<file path="config.mk">
export PLATFORM = sky130hd
export DESIGN_NAME = mpeg_audio_header_sync
export DESIGN_NICKNAME = d
export VERILOG_FILES = /design/src/rtl/mahs_pkg.sv /design/src/rtl/mpeg_audio_header_sync.sv
export VERILOG_INCLUDE_DIRS = /design/src /design/src/rtl
export SDC_FILE = /design/constraint.sdc
export NUM_CORES = 1
export LEC_CHECK = 0
export ABC_CLOCK_PERIOD_IN_PS = 11500
export BUFFER_PORTS_ARGS = -buffer_cell sky130_fd_sc_hd__clkbuf_2
export CORE_MARGIN = 1.5
export CORE_UTILIZATION = 60
export DETAILED_ROUTE_END_ITERATION = 12
export GPL_ROUTABILITY_DRIVEN = 0
export HOLD_SLACK_MARGIN = 0.05
export PLACE_DENSITY = 0.8
export SYNTH_ARGS = -nofsm -noshare
export SYNTH_HDL_FRONTEND = slang
export SYNTH_SLANG_ARGS = --single-unit
</file>
<file path="constraint.sdc">
create_clock -name clk -period 11.5 [get_ports clk]
set_clock_uncertainty 0.1 [all_clocks]
set_input_delay 3.45 -clock clk [delete_from_list [all_inputs] [get_ports clk]]
set_output_delay 3.45 -clock clk [all_outputs]
set_load 0.02 [all_outputs]
</file>
<file path="src/rtl/mpeg_audio_header_sync_macros.svh">
// ----------------------------------------------------------------------------
// mpeg_audio_header_sync_macros
// Assertion macros for the MPEG audio header sync block.
// ----------------------------------------------------------------------------
`ifndef MPEG_AUDIO_HEADER_SYNC_MACROS_SVH
`define MPEG_AUDIO_HEADER_SYNC_MACROS_SVH

`ifndef SYNTHESIS

// condition must hold in the same cycle
`define MAHS_ASSERT_NOW(lbl, clk, rst, ante, cons) \
  lbl: assert property (@(posedge clk) disable iff (rst) (ante) |-> (cons)) \
    else $error("mahs assertion failed");

// condition must hold in the next cycle
`define MAHS_ASSERT_NEXT(lbl, clk, rst, ante, cons) \
  lbl: assert property (@(posedge clk) disable iff (rst) (ante) |=> (cons)) \
    else $error("mahs assertion failed");

`else

`define MAHS_ASSERT_NOW(lbl, clk, rst, ante, cons)
`define MAHS_ASSERT_NEXT(lbl, clk, rst, ante, cons)

`endif

`endif

</file>
<file path="src/rtl/mahs_pkg.sv">
// ----------------------------------------------------------------------------
// mahs_pkg
// Request types and constants for the MPEG audio header sync block.
// ----------------------------------------------------------------------------
`timescale 1ns / 1ps

package mahs_pkg;

  localparam logic [1:0] ACT_DATA    = 2'd0;
  localparam logic [1:0] ACT_RESTART = 2'd1;
  localparam logic [1:0] ACT_FORGET  = 2'd2;

  localparam logic [7:0] SYNC_BYTE   = 8'hff;
  localparam logic [3:0] SYNC_NIBBLE = 4'hf;
  localparam logic [3:0] BAD_BITRATE = 4'd15;
  localparam logic [1:0] BAD_RATE    = 2'd3;
  localparam logic [1:0] LAYER_III   = 2'd1;

  typedef struct packed {
    logic [1:0] action;
    logic [7:0] data_byte;
  } mahs_in_t;

  typedef struct packed {
    logic        status;
    logic        version_id;
    logic [1:0]  layer_code;
    logic        protection_absent;
    logic [3:0]  bitrate_index;
    logic [1:0]  rate_index;
    logic [1:0]  channel_mode;
    logic [1:0]  mode_extension;
    logic [1:0]  emphasis_code;
    logic [3:0]  flag_bits;
    logic [15:0] crc_word;
    logic [31:0] header_offset;
  } mahs_out_t;

endpackage

</file>
<file path="src/rtl/mpeg_audio_header_sync.sv">
// ----------------------------------------------------------------------------
// mpeg_audio_header_sync
// Takes one stream byte or restart or forget command per request, hunts for
// the 12-bit MPEG audio sync word, collects the rest of the 4-byte header and
// the optional 2-byte CRC, checks the bitrate and sample rate indexes and the
// fields locked from the first good header, and emits one header request per
// accepted header with its byte offset. Throughput is one byte per cycle: the
// phase update is a few compares on the incoming byte, and a finished header
// lands in an output register backed by one skid entry, so byte_stall only
// rises while both are full. A finished header is registered into hdr_info, or
// into the skid entry while the output register is held by hdr_stall.
// ----------------------------------------------------------------------------
`timescale 1ns / 1ps
`include "mpeg_audio_header_sync_macros.svh"

module mpeg_audio_header_sync (
  input  logic               clk,
  input  logic               rst,
  input  logic               byte_valid,
  output logic               byte_stall,
  input  mahs_pkg::mahs_in_t byte_req,
  output logic               hdr_valid,
  input  logic               hdr_stall,
  output mahs_pkg::mahs_out_t hdr_info
);

  import mahs_pkg::*;

  typedef enum logic [2:0] {
    PH_HUNT_FF,
    PH_HUNT_F0,
    PH_HDR_B2,
    PH_HDR_B3,
    PH_CRC_HI,
    PH_CRC_LO
  } phase_t;

  phase_t      phase, phase_next;
  logic [23:0] header_bits, header_bits_next;
  logic [15:0] crc_hold, crc_hold_next;
  logic        lock_valid, lock_valid_next;
  logic [8:0]  locked_fields, locked_fields_next;
  logic [31:0] byte_position, byte_position_next;
  logic [31:0] sync_offset, sync_offset_next;

  logic        skid_valid;
  mahs_out_t   skid_info;

  logic        in_fire;
  logic        out_fire;
  logic        gen;
  logic [23:0] hdr_cur;
  logic [15:0] crc_cur;
  logic [8:0]  key_cur;
  mahs_out_t   res;

  assign byte_stall = skid_valid;
  assign in_fire    = byte_valid && !skid_valid;
  assign out_fire   = hdr_valid && !hdr_stall;

  assign hdr_cur = (phase == PH_HDR_B3) ? {header_bits[23:8], byte_req.data_byte}
                                        : header_bits;
  assign crc_cur = (phase == PH_CRC_LO) ? {crc_hold[15:8], byte_req.data_byte}
                                        : 16'd0;
  assign key_cur = {hdr_cur[19], hdr_cur[18:17], hdr_cur[16], hdr_cur[11:10],
                    hdr_cur[7:6], hdr_cur[2]};

  always_comb begin
    res.status            = (hdr_cur[18:17] != LAYER_III);
    res.version_id        = hdr_cur[19];
    res.layer_code        = hdr_cur[18:17];
    res.protection_absent = hdr_cur[16];
    res.bitrate_index     = hdr_cur[15:12];
    res.rate_index        = hdr_cur[11:10];
    res.channel_mode      = hdr_cur[7:6];
    res.mode_extension    = hdr_cur[5:4];
    res.emphasis_code     = hdr_cur[1:0];
    res.flag_bits         = {hdr_cur[9], hdr_cur[8], hdr_cur[3], hdr_cur[2]};
    res.crc_word          = crc_cur;
    res.header_offset     = sync_offset;
  end

  always_comb begin
    phase_next         = phase;
    header_bits_next   = header_bits;
    crc_hold_next      = crc_hold;
    lock_valid_next    = lock_valid;
    locked_fields_next = locked_fields;
    byte_position_next = byte_position;
    sync_offset_next   = sync_offset;
    gen                = 1'b0;
    if (byte_req.action != ACT_DATA) begin
      phase_next         = PH_HUNT_FF;
      header_bits_next   = 24'd0;
      crc_hold_next      = 16'd0;
      byte_position_next = 32'd0;
      if (byte_req.action[1]) begin
        lock_valid_next    = 1'b0;
        locked_fields_next = 9'd0;
      end
    end else begin
      byte_position_next = byte_position + 32'd1;
      case (phase)
        PH_HUNT_FF: begin
          if (byte_req.data_byte == SYNC_BYTE) begin
            sync_offset_next = byte_position;
            phase_next       = PH_HUNT_F0;
          end
        end
        PH_HUNT_F0: begin
          if (byte_req.data_byte[7:4] == SYNC_NIBBLE) begin
            header_bits_next = {byte_req.data_byte, 16'd0};
            phase_next       = PH_HDR_B2;
          end else begin
            phase_next = PH_HUNT_FF;
          end
        end
        PH_HDR_B2: begin
          header_bits_next = {header_bits[23:16], byte_req.data_byte, 8'd0};
          phase_next       = PH_HDR_B3;
        end
        PH_HDR_B3: begin
          header_bits_next = hdr_cur;
          phase_next       = PH_HUNT_FF;
          if (hdr_cur[15:12] != BAD_BITRATE && hdr_cur[11:10] != BAD_RATE) begin
            if (!lock_valid || key_cur == locked_fields) begin
              if (!lock_valid) begin
                lock_valid_next    = 1'b1;
                locked_fields_next = key_cur;
              end
              if (!hdr_cur[16]) begin
                phase_next = PH_CRC_HI;
              end else begin
                gen = 1'b1;
              end
            end
          end
        end
        PH_CRC_HI: begin
          crc_hold_next = {byte_req.data_byte, 8'd0};
          phase_next    = PH_CRC_LO;
        end
        PH_CRC_LO: begin
          crc_hold_next = crc_cur;
          phase_next    = PH_HUNT_FF;
          gen           = 1'b1;
        end
        default: begin
          phase_next = PH_HUNT_FF;
        end
      endcase
    end
  end

  always_ff @(posedge clk) begin
    if (rst) begin
      phase         <= PH_HUNT_FF;
      header_bits   <= 24'd0;
      crc_hold      <= 16'd0;
      lock_valid    <= 1'b0;
      locked_fields <= 9'd0;
      byte_position <= 32'd0;
      sync_offset   <= 32'd0;
      hdr_valid     <= 1'b0;
      skid_valid    <= 1'b0;
    end else begin
      if (in_fire) begin
        phase         <= phase_next;
        header_bits   <= header_bits_next;
        crc_hold      <= crc_hold_next;
        lock_valid    <= lock_valid_next;
        locked_fields <= locked_fields_next;
        byte_position <= byte_position_next;
        sync_offset   <= sync_offset_next;
      end
      if (!hdr_valid || out_fire) begin
        if (skid_valid) begin
          hdr_info   <= skid_info;
          hdr_valid  <= 1'b1;
          skid_valid <= 1'b0;
        end else begin
          hdr_info  <= res;
          hdr_valid <= in_fire && gen;
        end
      end else if (in_fire && gen) begin
        skid_info  <= res;
        skid_valid <= 1'b1;
      end
    end
  end

  `MAHS_ASSERT_NOW(a_skid_behind_out, clk, rst, skid_valid, hdr_valid)
  `MAHS_ASSERT_NOW(a_status_layer, clk, rst, hdr_valid,
    hdr_info.status == (hdr_info.layer_code != LAYER_III))
  `MAHS_ASSERT_NOW(a_index_ok, clk, rst, hdr_valid,
    hdr_info.bitrate_index != BAD_BITRATE && hdr_info.rate_index != BAD_RATE)
  `MAHS_ASSERT_NOW(a_crc_absent_zero, clk, rst, hdr_valid && hdr_info.protection_absent,
    hdr_info.crc_word == 16'd0)
  `MAHS_ASSERT_NEXT(a_hdr_hold, clk, rst, hdr_valid && hdr_stall,
    hdr_valid && $stable(hdr_info))

endmodule
</file>
== Word-level counts from Yosys, hierarchy flattened ==
Index checks and enable logic that the tools add are counted.

* Memories: 0
* Logic and storage cells: 120
* Bits of input ports: 14
* Memory bits (writable): 0
* Bits in read-only memories: 0
* Latch bits: 0
* Register bits after elaboration: 257

* Add/sub/neg operators: 1
* Reductions and logical operators: 31
* Bitwise gates (word level): 3
* Div/mod/pow operators: 0
* Magnitude comparators: 0
* Multiplexer cells: 33
* Shifts and indexed selects: 0
* Multiply operators: 0
* Equal/unequal tests: 17

{| class="wikitable"
|+ Operator list
! kind !! number
|-
| $mux 24 || 3
|-
| $pmux 24 s3 || 1
|-
| $mux 69 || 1
|-
| $mux 9 || 6
|-
| $add 32x1->32 const B || 1
|-
| $mux 16 || 2
|-
| $mux 32 || 1
|-
| $pmux 16 s2 || 1
|-
| $mux 3 || 5
|-
| $pmux 3 s5 || 1
|-
| $reduce_bool 2->1 || 6
|-
| $mux 1 || 10
|-
| $reduce_and 5->1 || 2
|-
| $eq 9x9->1 || 1
|-
| $eq 8x8->1 const B || 1
|-
| $reduce_and 4->1 || 2
|-
| $eq 3x2->1 const B || 2
|-
| $eq 3x3->1 const B || 2
|-
| $ne 2x1->1 const B || 3
|-
| $ne 2x2->1 const B || 3
|-
| $ne 3x3->1 const B || 2
|-
| $reduce_and 2->1 || 3
|-
| $reduce_and 3->1 || 2
|-
| $reduce_and 6->1 || 1
|-
| 13 further kinds || 23
|}

== Depth between registers and ports, before layout ==
* Depth after elaboration: 10
* Depth in mapped cells: 8

== Least setup slack after synthesis ==
OpenSTA, ideal clock, no wires.

* Kind: input to register
* Start point: in byte_req[8] (netlist bit)
* End point: reg skid_info[0] (netlist bit), enable pin
* Slack: 3022 ps
* Stages on the path: 5
* Arrival time: 7859 ps
* Data required time: 10881 ps
* Path through: or4b_4 nor2_2 and3_1 nand4_1 a21oi_1

* Longest elaborated chain between the ends: 4

{| class="wikitable"
|+ Ends and longest elaborated chain
! element !! RTL line !! RTL
|-
| start: declaration || mpeg_audio_header_sync.sv:21 || <nowiki>input mahs_pkg::mahs_in_t byte_req,</nowiki>
|-
| $reduce_bool 2->1 || mpeg_audio_header_sync.sv:92 || <nowiki>if (byte_req.action != ACT_DATA) begin</nowiki>
|-
| $mux 1 || mpeg_audio_header_sync.sv:92 ||
|-
| $logic_and 1x1->1 || mpeg_audio_header_sync.sv:185 || <nowiki>end else if (in_fire && gen) begin</nowiki>
|-
| $reduce_and 3->1 (no line) || n/a ||
|-
| end signal: assignment || mpeg_audio_header_sync.sv:186 || <nowiki>skid_info <= res;</nowiki>
|-
| end: declaration || mpeg_audio_header_sync.sv:47 || <nowiki>mahs_out_t skid_info;</nowiki>
|}

No other way between the ends.
A chain may end at the register's enable or synchronous reset.

== Final worst setup path ==
* Start point: in byte_req[8] (netlist bit)
* End point: reg skid_info[11] (netlist bit), enable pin

Same word-level chain as after synthesis.

==> metrics.md <==
| Metric | Value |
|---|---|
| Worst Path Required | `~12000 ps` |
| Drt pass-1 iters | `5` |
| Layout Area Growth over Synthesis | `14.9%` |
| ANT cells | `0` |
| Final Instance Area | `approximately 0.011 mm2` |
| Overall Global Routing Usage | `0.237` |
| H-tree Lvls | `1` |
| CP endpoint kind | `register` |
| Clk sinks | `between 200 and 250` |
| Initial antenna violation count | `0` |
| Post-route ant nets | `0` |
| Hold Path Class | `reg2reg` |
| Unique masters post-synth | `54` |
| Residual DRC count | `0` |
| Post-synth EDFFs | `approximately 140` |
| Final setup viols | `0` |
| Avg WL per Cell | `around 18 um` |
| Initial Utilization | `0.614` |
| Syn Area/Cell | `~12 um2` |
| Clock root buffer | `clkbuf_16` |
| Power per cell area | `roughly 160 mW/mm2` |
| Fin Setup TNS | `0 ps` |
| Die extent in y | `130 um` |
| Die Area | `0.0170 mm2` |
| Max-slew violations | `0` |
| Vias in the first global route | `6341` |
| Cts bufs inserted | `23` |
| Fmax | `about 160 MHz` |
| CP max FO | `37` |
| Post-Synthesis Cells | `788` |
| Count leader, synth | `edfxtp_1` |
| Clock Latency Late Sink | `500 ps` |
| Max VDD drop | `117 uV` |
| Post-synthesis async set-or-reset flop share | `0` |
| Via Count | `~6500` |
| CTS tree | `yes` |
| Post-Syn Area | `just under 0.01 mm2` |
| Maximum number of pins on one net before global-route repair | `80` |
| CP Class | `in2reg` |
| Worst-Margin Slew | `1330 ps` |
| CTS Buffer Depth | `3` |
| CTS Hold Buffers Added | `0` |
| Synth top cells by count | `edfxtp_1 (138), dfxtp_1 (107), nand2_1 (87)` |
| Width of the die | `~130 um` |
| Core region area | `around 0.016 mm2` |
| Top cell type's share of synthesized area | `0.426` |
| Port bufs | `84` |
| Row cnt | `between 40 and 50` |
| Ranking of synthesized cells by area | `edfxtp_1 (43%), dfxtp_1 (22%), mux2_2 (8.9%)` |
| Reg-to-reg slack, setup | `~7300 ps` |
| Seq/Total Area, Yosys | `0.647` |
| Most used DFF post-synth | `edfxtp_1` |
| # IOs | `between 80 and 90` |
| Placed cell area | `slightly above 0.01 mm2` |
| Final layout net count | `between 800 and 900` |
| Share of cells above drive strength 1 | `0.252` |
| Worst Slack Setup Final | `between 5000 and 6000 ps` |
| Leak Pwr | `4.18 nW` |
| Final worst path period share | `0.558` |
| Area leader, netlist | `edfxtp_1` |
| Slew HR | `0.107` |
| Post-cts sizing count | `0` |
| Hpwl dp | `~12000 um` |
| First-pass GRT wire length | `between 30000 and 40000 um` |
| Fin Hold WS | `roughly 360 ps` |
| Max_cap viols | `0` |
| Fin crit period | `6410 ps` |
| Setup slack at placement | `between 4000 and 5000 ps` |
| # Post-CTS Setup Buffers | `0` |
| Worst-path clk slew | `approximately 60 ps` |
| CP Launch Type | `primary input` |
| Status | `finished clean` |
| Crit path DAT | `between 6000 and 7000 ps` |
| Initial DRC Count | `approximately 560` |
| RSZ-0062 raised after global routing | `no` |
| Final WL | `~20000 um` |
| Synth Register Bits | `245` |
| Yosys synthesis warning count | `0` |
| Synth Net Count | `803` |
| Final Hold Viols | `0` |
| Grt ovf | `0` |
| Via density | `between 5 and 6` |
layer usage:
metal,up-vias,GRT usage,part of all wire
li1,3021,-,-
met1,3186,0.296,0.41
met2,211,0.421,0.52
met3,33,0.0344,0.049
met4,0,0.0824,0.016
met5,-,0,0
final cells by class:
| class | count | area (um2) |
|---|---|---|
| clock buffer | 30 | 684 |
| clock inverter | 11 | 181 |
| fill | 1077 | 4660 |
| inverter | 10 | 37.5 |
| multi-input combinational | 489 | 3230 |
| sequential | 245 | 6290 |
| tap | 216 | 270 |
| timing repair buffer | 92 | 480 |
worst max-delay path, cell delays in order:
cell and delay (ps):
clkbuf_2 140, or4b_4 680, nor2_2 240, and3_1 200, nand4_1 190, a21oi_4 910, buf_4 590
flip-flops by register name, indices dropped and copies added (netlist names):
signal	count
hdr_valid	1
header_bits	20
phase	3
skid_info	69
sync_offset	32
lock_valid	1
byte_stall	1
crc_hold	8
hdr_info	69
byte_position	32
locked_fields	9
stage by stage:
| stage | std cells | util | total power (W) |
|---|---|---|---|
| floorplan | 788 | - | 0.000983 |
| CTS | 1093 | 0.706 | 0.00184 |
| finish | 1093 | 0.706 | 0.00183 |
| global placement | 1052 | 0.651 | 0.00100 |
| detailed placement | 1052 | 0.651 | 0.00100 |
| global route | 1093 | 0.706 | 0.00188 |
final timing paths:
path	startpoint	to	cells after the start
min reg2reg	sync_offset[26]	skid_info[26]	0
max	byte_req[8]	skid_info[11]	7
min	sync_offset[26]	skid_info[26]	0
max reg2reg	phase[0]	skid_info[11]	6
placed cells by master (no fill, tap or decap), drive strengths merged, types with 19 or more instances in the layout:
cell type  count
a21oi         61
and2          19
clkbuf       114
dfxtp        107
edfxtp       138
mux2          77
nand2         87
nand4         26
nor2          56
o21ai         24
logic make-up (layout without fill, tap and decap cells):
| kind of cell | count (synthesis) | count (layout) | share of synthesized area |
|---|---|---|---|
| AOI/OAI and AO/OA | 127 | 127 | 0.0797 |
| xor gates and xnor gates | 27 | 27 | 0.0243 |
| adders and majority gates | 1 | 1 | 0.00129 |
| buffers and inverters | 54 | 143 | 0.0237 |
| DFF | 245 | 245 | 0.647 |
| muxes | 82 | 82 | 0.0944 |
| and+or+nand+nor | 252 | 252 | 0.130 |
report_power, final:
group          internal [W]  switching [W]  leakage (nW)
combinational     0.0000124      0.0000413          1.42
sequential         0.000928     0.00000327          2.33
clock              0.000531       0.000316         0.428
(Power assumes the default switching activity.)
